===== src/rtl/fwc_pkg.sv =====
package fwc_pkg;

  localparam int unsigned DEPTH    = 1024;
  localparam int unsigned ID_BITS  = 16;
  localparam int unsigned IDX_BITS = $clog2(DEPTH);
  localparam int unsigned CNT_BITS = IDX_BITS + 1;

  localparam logic [1:0] MODE_PUT    = 2'd0;
  localparam logic [1:0] MODE_GET    = 2'd1;
  localparam logic [1:0] MODE_CANCEL = 2'd2;

  localparam logic [1:0] ST_OK       = 2'd0;
  localparam logic [1:0] ST_FULL     = 2'd1;
  localparam logic [1:0] ST_EMPTY    = 2'd2;
  localparam logic [1:0] ST_NOTFOUND = 2'd3;

  localparam logic [1:0] RD_HEAD     = 2'd0;
  localparam logic [1:0] RD_POS      = 2'd1;
  localparam logic [1:0] RD_POS_NEXT = 2'd2;

  typedef struct packed {
    logic [1:0]         mode;
    logic [ID_BITS-1:0] id_value;
  } req_t;

  typedef struct packed {
    logic [1:0]          status;
    logic [ID_BITS-1:0]  read_id;
    logic [CNT_BITS-1:0] occupancy;
  } rsp_t;

  typedef struct packed {
    logic       load;
    logic       put_do;
    logic       rd_en;
    logic [1:0] rd_sel;
    logic       get_do;
    logic       srch_adv;
    logic       set_moves;
    logic       mv_do;
    logic       cancel_done;
    logic       emit;
    logic [1:0] status;
  } cmd_t;

  typedef struct packed {
    logic full;
    logic empty;
    logic search_end;
    logic match;
    logic moves_zero;
  } sts_t;

endpackage


===== src/rtl/fwc_ctrl.sv =====
module fwc_ctrl (
  input  logic              clk_i,
  input  logic              rst_ni,
  input  logic              start_i,
  input  logic [1:0]        mode_i,
  input  fwc_pkg::sts_t     sts_i,
  output fwc_pkg::cmd_t     cmd_o,
  output logic              busy_o
);
  import fwc_pkg::*;

  localparam logic [3:0] S_IDLE   = 4'd0;
  localparam logic [3:0] S_PUT    = 4'd1;
  localparam logic [3:0] S_GET_RD = 4'd2;
  localparam logic [3:0] S_GET_WB = 4'd3;
  localparam logic [3:0] S_SRD    = 4'd4;
  localparam logic [3:0] S_SCMP   = 4'd5;
  localparam logic [3:0] S_MCHK   = 4'd6;
  localparam logic [3:0] S_MWR    = 4'd7;
  localparam logic [3:0] S_RESP   = 4'd8;

  logic [3:0] state_q, state_d;
  logic [1:0] status_q, status_d;

  always_ff @(posedge clk_i or negedge rst_ni) begin
    if (!rst_ni) begin
      state_q  <= S_IDLE;
      status_q <= ST_OK;
    end else begin
      state_q  <= state_d;
      status_q <= status_d;
    end
  end

  assign busy_o = (state_q != S_IDLE);

  always_comb begin
    state_d  = state_q;
    status_d = status_q;
    cmd_o    = '0;
    case (state_q)
      S_IDLE: begin
        if (start_i) begin
          cmd_o.load = 1'b1;
          status_d   = ST_OK;
          case (mode_i)
            MODE_PUT:    state_d = S_PUT;
            MODE_GET:    state_d = S_GET_RD;
            MODE_CANCEL: state_d = S_SRD;
            default:     state_d = S_RESP;
          endcase
        end
      end
      S_PUT: begin
        if (sts_i.full) begin
          status_d = ST_FULL;
        end else begin
          cmd_o.put_do = 1'b1;
        end
        state_d = S_RESP;
      end
      S_GET_RD: begin
        if (sts_i.empty) begin
          status_d = ST_EMPTY;
          state_d  = S_RESP;
        end else begin
          cmd_o.rd_en  = 1'b1;
          cmd_o.rd_sel = RD_HEAD;
          state_d      = S_GET_WB;
        end
      end
      S_GET_WB: begin
        cmd_o.get_do = 1'b1;
        state_d      = S_RESP;
      end
      S_SRD: begin
        if (sts_i.search_end) begin
          status_d = ST_NOTFOUND;
          state_d  = S_RESP;
        end else begin
          cmd_o.rd_en  = 1'b1;
          cmd_o.rd_sel = RD_POS;
          state_d      = S_SCMP;
        end
      end
      S_SCMP: begin
        if (sts_i.match) begin
          cmd_o.set_moves = 1'b1;
          state_d         = S_MCHK;
        end else begin
          cmd_o.srch_adv = 1'b1;
          state_d        = S_SRD;
        end
      end
      S_MCHK: begin
        if (sts_i.moves_zero) begin
          cmd_o.cancel_done = 1'b1;
          state_d           = S_RESP;
        end else begin
          cmd_o.rd_en  = 1'b1;
          cmd_o.rd_sel = RD_POS_NEXT;
          state_d      = S_MWR;
        end
      end
      S_MWR: begin
        cmd_o.mv_do = 1'b1;
        state_d     = S_MCHK;
      end
      S_RESP: begin
        cmd_o.emit = 1'b1;
        state_d    = S_IDLE;
      end
      default: begin
        state_d = S_IDLE;
      end
    endcase
    cmd_o.status = status_q;
  end

endmodule


===== config.mk =====
export PLATFORM = sky130hd
export DESIGN_NAME = fwc_ctrl
export DESIGN_NICKNAME = d
export VERILOG_FILES = /design/src/rtl/fwc_pkg.sv /design/src/rtl/fwc_ctrl.sv
export SDC_FILE = /design/constraint.sdc
export NUM_CORES = 1
export LEC_CHECK = 0
export ABC_AREA = 1
export BUFFER_PORTS_ARGS = -buffer_cell sky130_fd_sc_hd__buf_4
export CAP_MARGIN = 20
export CORE_MARGIN = 3
export CORE_UTILIZATION = 35
export CTS_CLUSTER_DIAMETER = 100
export DETAILED_ROUTE_END_ITERATION = 10
export SETUP_SLACK_MARGIN = 0.05
export SYNTH_ARGS = -nofsm -noshare
export SYNTH_HDL_FRONTEND = slang
export SYNTH_SLANG_ARGS = --single-unit

===== constraint.sdc =====
create_clock -name clk_i -period 1.61 [get_ports clk_i]
set_input_delay 0.2415 -clock clk_i [delete_from_list [all_inputs] [get_ports clk_i]]
set_output_delay 0.2415 -clock clk_i [all_outputs]
set_load 0.005 [all_outputs]

==> metrics.md <==
| Metric | Value |
|---|---|
| Chip width | 45.3 um |
| Share of the synthesized area in the top cell type | 0.278 |
| Leading cell type in the layout, fill and taps excluded | buf_4 |
| Final core occ | 0.599 |
| Post-synth top area cell | dfrtp_1 |
| Aggregate global-route resource usage | 0.147 |
| IO Pins | 24 |
| Total clock sinks | 6 |
| Slew Limit Fails | 0 |
| Detail-routed via count per cell | 4.80 |
| Initial Utilization | 0.395 |
| Clk Latency, worst-skew pair | 0.24 ns |
| Post-DP HPWL | 1080 um |
| Most frequent cells in the layout | buf_4, inv_1, nand2_1 |
| Max_cap viols | 0 |
| # port buffers | 23 |
| # setup viols final | 0 |
| Period utilization | 0.950 |
| Die area | 2050 um2 |
| Area growth syn-to-layout | 51.7% |
| Layout cells sized above 1 | 0.468 |
| Setup CP Type | register to output pin |
| Placed cell areas | 723 um2 |
| Skew final | 0.00707 ns |
| FP Rows | 13 |
| Maximum clock frequency | 654 MHz |
| N_diodes | 0 |
| Hold_ws | 0.328 ns |
| Critical Path RT | 1.37 ns |
| CTS Buf Count | 3 |
| Switching pwr | 0.610 mW |
| Residual DRC | 0 |
| VDD IR max | 0.000827 V |
| Fin nets | 123 |
| Lkg Pwr | 0.487 nW |
| Worst-path clk slew | 0.04 ns |
| Drt pass-1 iters | 4 |
| Top cells by area, synth | dfrtp_1, inv_1, nand3_2, nor2_4, nand2_1 |
| CP cell instances | inv_2 > nor2_4 > nand3_2 > nor2_1 > buf_4 |
| Synthesized instance count | 79 |
| Clock Path Buffers | 2 |
| Syn. warnings | 0 |
| Syn Std Cell Area | 539 um2 |
| Int Pwr | 0.684 mW |
| Routed Antenna Nets | 0 |
| Global placer's final weighted congestion | 0.791 |
| First DRT Iteration DRCs | 13 |
| Worst slew margin | 0.849 |
| CP arrival | 1.29 ns |
| GRT Residual Overflow | 0 |
| Crit path launch type | register |
| Sequential element share of the synthesized area | 0.278 |
| Die H | 45.3 um |
| Final Hold Viols | 0 |
| Setup TNS | 0 ns |
| Design Area, Final | 818 um2 |
| RSZ-0062 raised after global routing | true |
| Tmin final | 1.53 ns |
| Switching share of total power | 0.472 |
| Initial antenna violation count | 0 |
| Critical Path End Type | output pin |
| First-pass GRT wire length | 2110 um |
| CTS tree | yes |
| Routed len/inst | 11.0 um |
| Family with the most delay on the worst path | simple AND/OR/NAND/NOR gates |
| Core region area | 1370 um2 |
| Hold WC Path Type | primary input to register |
| Syn Nets | 89 |
| CP bufs+invs | 2 |
| Gate power share | 0.656 |
| Detailed Route WL | 1380 um |
| Crit-path max FO | 7 |
| Slowest cell on crit path | dfrtp_2 |
| CP peak stage delay | 0.41 ns |
| Seq pwr share | 0.241 |
| Status | completed |
| Mean Syn Cell Area | 6.83 um2 |
| Clk pwr share | 0.102 |
| CTS Root Cell | clkbuf_4 |
| Pwr per Cell Area | 1580 nW/um2 |
| Vias in the first global route | 486 |
| H-tree Lvls | 1 |
| Yosys reg bits | 6 |
| Via count | 605 |
| Count of different cell masters after synthesis | 17 |
| Measured slew at the worst slew-check pin | 0.226 ns |
| Largest net degree at the start of global routing | 9 |
==> synth_stat cells <==
cell,number
buf_4,1
dfrtp_1,6
inv_1,17
inv_2,2
nand2_1,10
nand2_2,3
nand3_1,5
nand3_2,5
nand4_1,3
nor2_1,9
nor2_2,1
nor2_4,4
nor3_1,4
o211ai_1,2
o21ai_0,1
o21ai_1,4
o21bai_1,2
==> worst min-delay path: stages <==
cell,delay [ns]
buf_4,0.09
nor3_1,0.04
nor2_1,0.10
nor2_1,0.05
==> path summary, 6_finish.rpt <==
path / start / slack [ns] / to / cells after the start
worst min register to register: status_q[1] / 0.60 / status_q[1] / 3
worst min-delay path: mode_i[1] / 0.33 / state_q[0] / 4
worst max-delay path: state_q[2] / 0.08 / cmd_o[5] / 5
min in group asynchronous: rst_ni / 0.34 / status_q[0] / 2
worst max register to register: state_q[2] / 0.24 / status_q[1] / 8
max in group asynchronous: rst_ni / 1.14 / state_q[0] / 2
==> metrics by stage <==
step           instances  power [mW]  setup WS, ns
2_1_floorplan         79       0.785         0.460
6_report             126        1.29        0.0804
3_5_place_dp         116        1.03         0.249
4_1_cts              120        1.18        0.0427
5_1_grt              126        1.43       -0.0134
3_3_place_gp         116        1.04         0.231
==> cell type report <==
| cell class | count | area, um2 |
|---|---|---|
| Sequential cell | 6 | 155 |
| Tap cell | 15 | 18.8 |
| Multi-Input combinational cell | 53 | 323 |
| Timing Repair Buffer | 30 | 228 |
| Inverter | 19 | 71.3 |
| Clock buffer | 3 | 22.5 |
| Fill cell | 125 | 548 |
==> power groups by stage <==
stage / Combinational [mW] / Sequential, mW / Clock, mW
final: 0.849 / 0.312 / 0.132
after global routing: 0.955 / 0.319 / 0.153
after CTS: 0.739 / 0.303 / 0.137
after detailed placement: 0.730 / 0.303 / 0
after global placement: 0.737 / 0.305 / 0
after floorplan: 0.511 / 0.274 / 0
==> routing by layer <==
metal	wire length, um	global-route usage	vias to the layer above
met5	0	0	-
met4	0	0.0351	0
met3	91	0.0598	0
met2	700	0.223	18
met1	592	0.195	270
li1	-	-	317
==> timing repair <==
action / CTS / global route
pin swaps: 1 / 5
buffers inserted: 0 / 6
resized for setup: 1 / 5
hold buffers: 1 / 0
endpoints found under the setup margin: 3 / 8
hold endpoints to repair: 6 / 0
==> state kept, by name, summed over array words and instances, names as in the netlist <==
name / cells
state_q: 4
status_q: 2
==> cells by family (layout without fill, tap and decap cells) <==
group,after synthesis,after routing,share of synthesized area
compound gates,9,9,0.102
flops,6,6,0.278
simple gates,44,44,0.473
buf+inv,20,52,0.146
No activity file was read; power rests on OpenSTA's default activity.
